--- config.mk ---
export PLATFORM = sky130hd
export DESIGN_NAME = sine_sample_generator
export DESIGN_NICKNAME = d
export VERILOG_FILES = /design/src/hw/rtl/ssg_pkg.sv /design/src/hw/rtl/sine_sample_generator.sv
export SDC_FILE = /design/constraint.sdc
export NUM_CORES = 1
export LEC_CHECK = 0
export BUFFER_PORTS_ARGS = -buffer_cell sky130_fd_sc_hd__buf_2
export CAP_MARGIN = 10
export CORE_ASPECT_RATIO = 1.4
export CORE_MARGIN = 5
export CORE_UTILIZATION = 50
export DETAILED_ROUTE_END_ITERATION = 8
export GPL_TIMING_DRIVEN = 0
export PLACE_DENSITY = 0.77
export SLEW_MARGIN = 20
export SYNTH_ARGS = -nofsm -noshare
export SYNTH_HDL_FRONTEND = slang
export SYNTH_SLANG_ARGS = --single-unit
--- constraint.sdc ---
create_clock -name clk -period 9.4 [get_ports clk]
set_clock_uncertainty 0.1 [all_clocks]
set_input_delay 2.82 -clock clk [delete_from_list [all_inputs] [get_ports clk]]
set_output_delay 2.82 -clock clk [all_outputs]
set_load 0.03 [all_outputs]
--- src/hw/rtl/ssg_pkg.sv ---
package ssg_pkg;

	localparam int unsigned PEAK = 32767;
	localparam logic [63:0] Q30_ONE = 64'd1073741824;
	localparam logic [63:0] HALF_PI_Q30 = 64'd1686629713;

	// register map, word index into the apb space
	localparam logic [1:0] REG_PHASE_INC = 2'd0;
	localparam logic [1:0] REG_AMPLITUDE = 2'd1;
	localparam logic [1:0] REG_SAMPLE_COUNT = 2'd2;

	typedef logic [14:0] mag_t;
	typedef logic [63:0] wide_t;

endpackage

--- src/hw/rtl/sine_sample_generator.sv ---
// channel  | direction | handshake            | payload
// in       | input     | in_valid / in_stall   | restart
// out      | output    | out_valid / out_stall | sample, last
// cfg      | input     | apb psel/penable      | phase_increment, amplitude, sample_count
//
// one sample per clock sustained while out_stall is low; an input beat reaches its output beat through
// the registered stages (quarter-wave rom read, 15x15 multiply, divide by 32767 with one correction step)
// the phase accumulator and sample index advance at the input beat, so beats may follow
// every cycle; out_stall with a beat waiting at the output freezes the whole three-stage
// pipe and raises in_stall
// arst_n clears the pipe valids, the phase, the index and the registers (sample_count to 1)
module sine_sample_generator #(
	parameter int PHASE_BITS = 32,
	parameter int QUARTER_TABLE_DEPTH = 256
) (
	input  logic        clk,
	input  logic        arst_n,
	input  logic        in_valid,
	output logic        in_stall,
	input  logic        restart,
	output logic        out_valid,
	input  logic        out_stall,
	output logic [15:0] sample,
	output logic        last,
	input  logic        psel,
	input  logic        penable,
	input  logic        pwrite,
	input  logic [3:0]  paddr,
	input  logic [31:0] pwdata,
	output logic [31:0] prdata,
	output logic        pready
);

	localparam int ADDR_BITS = $clog2(QUARTER_TABLE_DEPTH + 1) - 1;
	localparam int TAB_SIZE = 1 << ADDR_BITS;

	// configuration registers
	logic [31:0] phase_inc_q;
	logic [15:0] amplitude_q;
	logic [15:0] sample_count_q;

	logic cfg_wr;
	assign pready = 1'b1;
	assign cfg_wr = psel && penable && pwrite;

	always_ff @(posedge clk or negedge arst_n) begin
		if (!arst_n) begin
			phase_inc_q <= '0;
			amplitude_q <= '0;
			sample_count_q <= 16'd1;
		end else if (cfg_wr) begin
			unique case (paddr[3:2])
				ssg_pkg::REG_PHASE_INC: phase_inc_q <= pwdata;
				ssg_pkg::REG_AMPLITUDE: amplitude_q <= pwdata[15:0];
				ssg_pkg::REG_SAMPLE_COUNT: sample_count_q <= pwdata[15:0];
				default: ;
			endcase
		end
	end

	always_comb begin
		unique case (paddr[3:2])
			ssg_pkg::REG_PHASE_INC: prdata = phase_inc_q;
			ssg_pkg::REG_AMPLITUDE: prdata = {16'd0, amplitude_q};
			ssg_pkg::REG_SAMPLE_COUNT: prdata = {16'd0, sample_count_q};
			default: prdata = '0;
		endcase
	end

	// quarter-wave rom, built at elaboration
	ssg_pkg::mag_t rom [TAB_SIZE];
	for (genvar k = 0; k < TAB_SIZE; k++) begin : g_rom
		// q30 horner series, divisors 2n*(2n+1) from n = 8 down to 1
		localparam ssg_pkg::wide_t X =
			(ssg_pkg::wide_t'(k) * ssg_pkg::HALF_PI_Q30) / ssg_pkg::wide_t'(QUARTER_TABLE_DEPTH);
		localparam ssg_pkg::wide_t X2 = (X * X) >> 30;
		localparam ssg_pkg::wide_t T8 =
			ssg_pkg::Q30_ONE - ((X2 * ssg_pkg::Q30_ONE) >> 30) / 64'd272;
		localparam ssg_pkg::wide_t T7 = ssg_pkg::Q30_ONE - ((X2 * T8) >> 30) / 64'd210;
		localparam ssg_pkg::wide_t T6 = ssg_pkg::Q30_ONE - ((X2 * T7) >> 30) / 64'd156;
		localparam ssg_pkg::wide_t T5 = ssg_pkg::Q30_ONE - ((X2 * T6) >> 30) / 64'd110;
		localparam ssg_pkg::wide_t T4 = ssg_pkg::Q30_ONE - ((X2 * T5) >> 30) / 64'd72;
		localparam ssg_pkg::wide_t T3 = ssg_pkg::Q30_ONE - ((X2 * T4) >> 30) / 64'd42;
		localparam ssg_pkg::wide_t T2 = ssg_pkg::Q30_ONE - ((X2 * T3) >> 30) / 64'd20;
		localparam ssg_pkg::wide_t T1 = ssg_pkg::Q30_ONE - ((X2 * T2) >> 30) / 64'd6;
		localparam ssg_pkg::wide_t S = (X * T1) >> 30;
		localparam ssg_pkg::wide_t R =
			(S * ssg_pkg::wide_t'(ssg_pkg::PEAK) + (ssg_pkg::wide_t'(1) << 29)) >> 30;
		assign rom[k] = ssg_pkg::mag_t'(R);
	end

	// pipe control
	logic v_s1, v_s2, out_valid_q;
	logic adv, accept;
	assign adv = !(out_valid_q && out_stall);
	assign in_stall = !adv;
	assign accept = in_valid && adv;

	// phase accumulator and run position
	logic [PHASE_BITS-1:0] phase_q, phase_cur;
	logic [15:0] idx_q, idx_cur, count_c;
	logic [1:0] quad_c;
	logic [ADDR_BITS-1:0] tab_idx_c, addr_c;
	logic peak_c, last_c;

	assign phase_cur = restart ? '0 : phase_q;
	assign idx_cur = restart ? '0 : idx_q;
	assign quad_c = phase_cur[PHASE_BITS-1 -: 2];
	assign tab_idx_c = phase_cur[PHASE_BITS-3 -: ADDR_BITS];
	// odd quadrants run the table backwards
	assign addr_c = quad_c[0] ? (ADDR_BITS'(0) - tab_idx_c) : tab_idx_c;
	assign peak_c = quad_c[0] && (tab_idx_c == '0);
	assign count_c = (sample_count_q == 16'd0) ? 16'd1 : sample_count_q;
	assign last_c = ({1'b0, idx_cur} + 17'd1) >= {1'b0, count_c};

	always_ff @(posedge clk or negedge arst_n) begin
		if (!arst_n) begin
			phase_q <= '0;
			idx_q <= '0;
		end else if (accept) begin
			if (last_c) begin
				phase_q <= '0;
				idx_q <= '0;
			end else begin
				phase_q <= phase_cur + PHASE_BITS'(phase_inc_q);
				idx_q <= idx_cur + 16'd1;
			end
		end
	end

	// amplitude magnitude, -32768 clamps to the peak
	logic [15:0] amp_abs_c;
	ssg_pkg::mag_t amp_mag_c;
	assign amp_abs_c = amplitude_q[15] ? (16'd0 - amplitude_q) : amplitude_q;
	assign amp_mag_c = amp_abs_c[15] ? ssg_pkg::mag_t'(ssg_pkg::PEAK) : amp_abs_c[14:0];

	// stage 1: rom read
	ssg_pkg::mag_t rom_s1, amp_s1;
	logic peak_s1, neg_s1, last_s1;

	always_ff @(posedge clk) begin
		if (adv) begin
			rom_s1 <= rom[addr_c];
			amp_s1 <= amp_mag_c;
			peak_s1 <= peak_c;
			neg_s1 <= amplitude_q[15] ^ quad_c[1];
			last_s1 <= last_c;
		end
	end

	// stage 2: multiply
	ssg_pkg::mag_t tab_c;
	logic [29:0] prod_s2;
	logic neg_s2, last_s2;
	assign tab_c = peak_s1 ? ssg_pkg::mag_t'(ssg_pkg::PEAK) : rom_s1;

	always_ff @(posedge clk) begin
		if (adv) begin
			prod_s2 <= 30'(amp_s1) * 30'(tab_c);
			neg_s2 <= neg_s1;
			last_s2 <= last_s1;
		end
	end

	// stage 3: divide by 32767, estimate never overshoots and is short by at most one
	logic [30:0] est_sum_c;
	logic [15:0] q0_c, q_c;
	logic [30:0] qm_c, rem_c;
	logic [15:0] sample_q;
	logic last_q;

	assign est_sum_c = {1'b0, prod_s2} + 31'(prod_s2 >> 15);
	assign q0_c = est_sum_c[30:15];
	assign qm_c = {q0_c[15:0], 15'd0} - 31'(q0_c);
	assign rem_c = {1'b0, prod_s2} - qm_c;
	assign q_c = (rem_c >= 31'(ssg_pkg::PEAK)) ? (q0_c + 16'd1) : q0_c;

	always_ff @(posedge clk) begin
		if (adv) begin
			sample_q <= neg_s2 ? (16'd0 - q_c) : q_c;
			last_q <= last_s2;
		end
	end

	always_ff @(posedge clk or negedge arst_n) begin
		if (!arst_n) begin
			v_s1 <= 1'b0;
			v_s2 <= 1'b0;
			out_valid_q <= 1'b0;
		end else if (adv) begin
			v_s1 <= accept;
			v_s2 <= v_s1;
			out_valid_q <= v_s2;
		end
	end

	assign out_valid = out_valid_q;
	assign sample = sample_q;
	assign last = last_q;

	a_run_wraps: assert property (@(posedge clk) disable iff (!arst_n)
		accept && last_c |=> phase_q == '0 && idx_q == '0)
		else $error("run did not restart at phase zero after its last sample");

	a_div_correct: assert property (@(posedge clk) disable iff (!arst_n)
		v_s2 |-> rem_c < 31'(2 * ssg_pkg::PEAK))
		else $error("divide estimate off by more than one");

	a_sample_range: assert property (@(posedge clk) disable iff (!arst_n)
		out_valid |-> sample != 16'h8000)
		else $error("sample outside the symmetric range");

endmodule

==> run summary <==
Status: completed
WP depth: 20
H-tree levels: 4
Fmax: 107 MHz
Ys flop type: dfrtp_1
Setup ws final: 0.0249 ns
Global-route wire length before repair: 143 mm
Dpl ws: -0.136 ns
Worst Hold Class: register to register
1st-pass router iterations: 6
Final ANT Viol Nets: 0
Crit path cell chain: buf_2 > inv_1 > nand2_1 > clkbuf_1 > clkbuf_2 > ha_1 > nor2b_1 > xnor2_1 > nor2_1 > clkbuf_1 > buf_1 > clkbuf_1 > buf_1 > ha_1 > nand2_1 > o21ai_0 > a21oi_1 > nor2_1 > o31ai_1 > o21ai_0
Setup crit start: restart
Delay-heaviest family, CP: buffers and inverters
Vias in the first global route: 24.4k
Final Hold Fails: 0
Most used cell, CP: clkbuf_1
Least-Margin Pin Slew: 1.17 ns
FF+latch count, synth: 197
CP max stage delay: 0.77 ns
Crit path max fanout: 16
Syn-to-layout area delta: 7.66%
RR Endpoint: prod_s2[28]
Post-CTS Repair Setup Buffers: 0
Period utilization: 99.7%
Gpl congestion: 1.11
Core area: 0.0501 mm²
HPWL after detailed placement: 72.9 mm
Inserted Diodes: 0
CTS root buf: clkbuf_16
Clock Path Buffers: 2
Critical Path Sink: rom_s1[0]
Top post-synthesis cells by area: fa_1 13%, ha_1 12%, dfrtp_1 11%, edfxtp_1 9.7%, nand2_1 5.9%
Yosys warning total: 0
CTS tree: built
Met3 WL: 8.19 mm
Most common cell in the netlist: nand2_1
1st-iter DRT viols: 2703
Reg-to-reg startpoint: peak_s1
R2R Setup Slk: 0.49 ns
Largest net degree at the start of global routing: 67
Die height: 277 µm
EDFF count, synth: 82
Final Max Slew Viols: 0
Layout cells sized above 1: 7.52%
Crit path kind: input port to register
Mapped Area: 0.0254 mm²
Die Area: 0.0555 mm²
Min Tclk post-route: 9.38 ns
Number of port buffers: 92
CP bufs+invs: 8
DR DRC count: 0
Area leader, netlist: fa_1
All-Layer GR Usage: 33.1%
I/O pin cnt: 96
Num Clock Sinks: 197
WL/cell: 24.7 µm
Top post-synthesis cells by count: 397 x nand2_1, 272 x inv_1, 240 x ha_1, 193 x o21ai_0, 179 x a21oi_1
Nets: 3619
Setup violations, final: 0
Netlist cell types: 98
Synthesized area per cell: 8.31 µm²
Sequential cell area fraction in the yosys report: 21.0%
DR WL met2: 46.0 mm
R2R depth: 26
Gr ovfl total: 0
Clock-pin slew on the worst setup and hold paths: 0.08 ns
Skew-Pair Late Insertion Delay: 0.47 ns
Via count: 24.5k
Routed vias/inst: 6.42
Worst Path Arrival: 9.42 ns
Startpoint types: input port
Max-Cap Viols: 0
Worst Path Required: 9.44 ns
RSZ-0062 raised after global routing: no
Max-Slew Margin vs Limit: 22.1%
Post-synth ARST share: 58.4%
# rows: 97
Antenna violations before repair: 1
Top layer reached by signal wires: met4
Starting Density: 50.7%
Post-Syn Nets: 3507
Post-CTS Resized: 0
CTS buffer count: 17
Post-Route WL: 94.6 mm
Hold_buf cts: 0
Met1 WL: 33.2 mm
CP endpoint kind: register
Die W: 200 µm
Gate Count Post-Synth: 3055
Top cell type's share of synthesized area: 13.2%
Critical-path top delay cell: clkbuf_1
-- worst min path at each step --
stage               slack [ns]      to  cells past startpoint    start
global placement          0.31  neg_s2                      0   neg_s1
floorplan                 0.30    last                      0  last_s2
CTS                       0.34  neg_s2                      0   neg_s1
detailed placement        0.30    last                      0  last_s2
finish                    0.33  neg_s2                      0   neg_s1
global route              0.34  neg_s2                      0   neg_s1
-- layout by cell type, fill, tap and decap left out, drive strengths merged, types with 21 or more instances in the layout --
| cell type | netlist | routed |
|---|---|---|
| a21oi | 180 | 180 |
| nand2 | 399 | 399 |
| o31ai | 45 | 45 |
| xor2 | 42 | 42 |
| mux2 | 50 | 50 |
| a21o | 45 | 45 |
| xnor2 | 96 | 96 |
| mux2i | 30 | 30 |
| or2 | 21 | 21 |
| nor3 | 46 | 46 |
| inv | 272 | 282 |
| buf | 37 | 131 |
| o21ai | 200 | 200 |
| nand3 | 77 | 77 |
| nor2b | 123 | 123 |
| nand4 | 21 | 21 |
| clkbuf | 162 | 179 |
| fa | 168 | 168 |
| o211ai | 42 | 42 |
| a31oi | 25 | 25 |
| dfrtp | 114 | 114 |
| edfxtp | 82 | 82 |
| and2 | 55 | 55 |
| a211oi | 44 | 44 |
| nor2 | 173 | 173 |
| ha | 240 | 240 |
-- state kept, by name (all words and copies together) (netlist names), 15 cells and up --
register        flops
sample             16
phase_inc_q        32
rom_s1             15
phase_q            32
amp_s1             15
sample_count_q     16
idx_q              16
amplitude_q        16
prod_s2            30
-- metrics by stage --
| stage | instances | setup TNS [ns] | area [µm²] | hold slack (ns) | util, % |
|---|---|---|---|---|---|
| finish | 3823 | 0 | 27300 | 0.332 | 54.6 |
| global route | 3823 | 0 | 27300 | 0.343 | 54.6 |
| CTS | 3824 | 0 | 27300 | 0.336 | 54.5 |
| detailed placement | 3792 | -0.136 | 26700 | 0.305 | 53.3 |
| global placement | 3790 | -4.64 | 26700 | 0.308 | 53.2 |
| floorplan | 3055 | 0 | 25400 | 0.300 | - |
-- cell type report --
type                       instances  area [µm²]
tap                              643         805
inverter                         276        1040
buffer                           198         779
clock buffer                      18         439
multi-input combinational       2383       18300
sequential                       197        5340
timing repair buffer              94         522
clock inverter                    14         170
fill                            4674       22800
-- logic make-up (layout without fill, tap and decap cells) --
logic type	count (synthesis)	in the layout	synth area share, %
AND/OR/NAND/NOR	997	997	19.0
buffers and inverters	475	600	7.16
XOR/XNOR	139	139	4.88
multiplexers	81	81	3.49
flip-flops	197	197	21.0
other	1	1	0.0148
adder cells (fa/ha/maj)	408	408	25.1
AO/OA/AOI/OAI	757	757	19.4
-- routing by layer --
layer  global-route usage [%]  vias up
met4                     19.2        0
met2                     58.0     1422
li1                         -    10863
met5                        0        -
met1                     36.9    11779
met3                     7.15      478
Power is left out: the tool's default activity adds up to more than one toggle a clock period on the data nets, which glitch-free logic cannot reach.
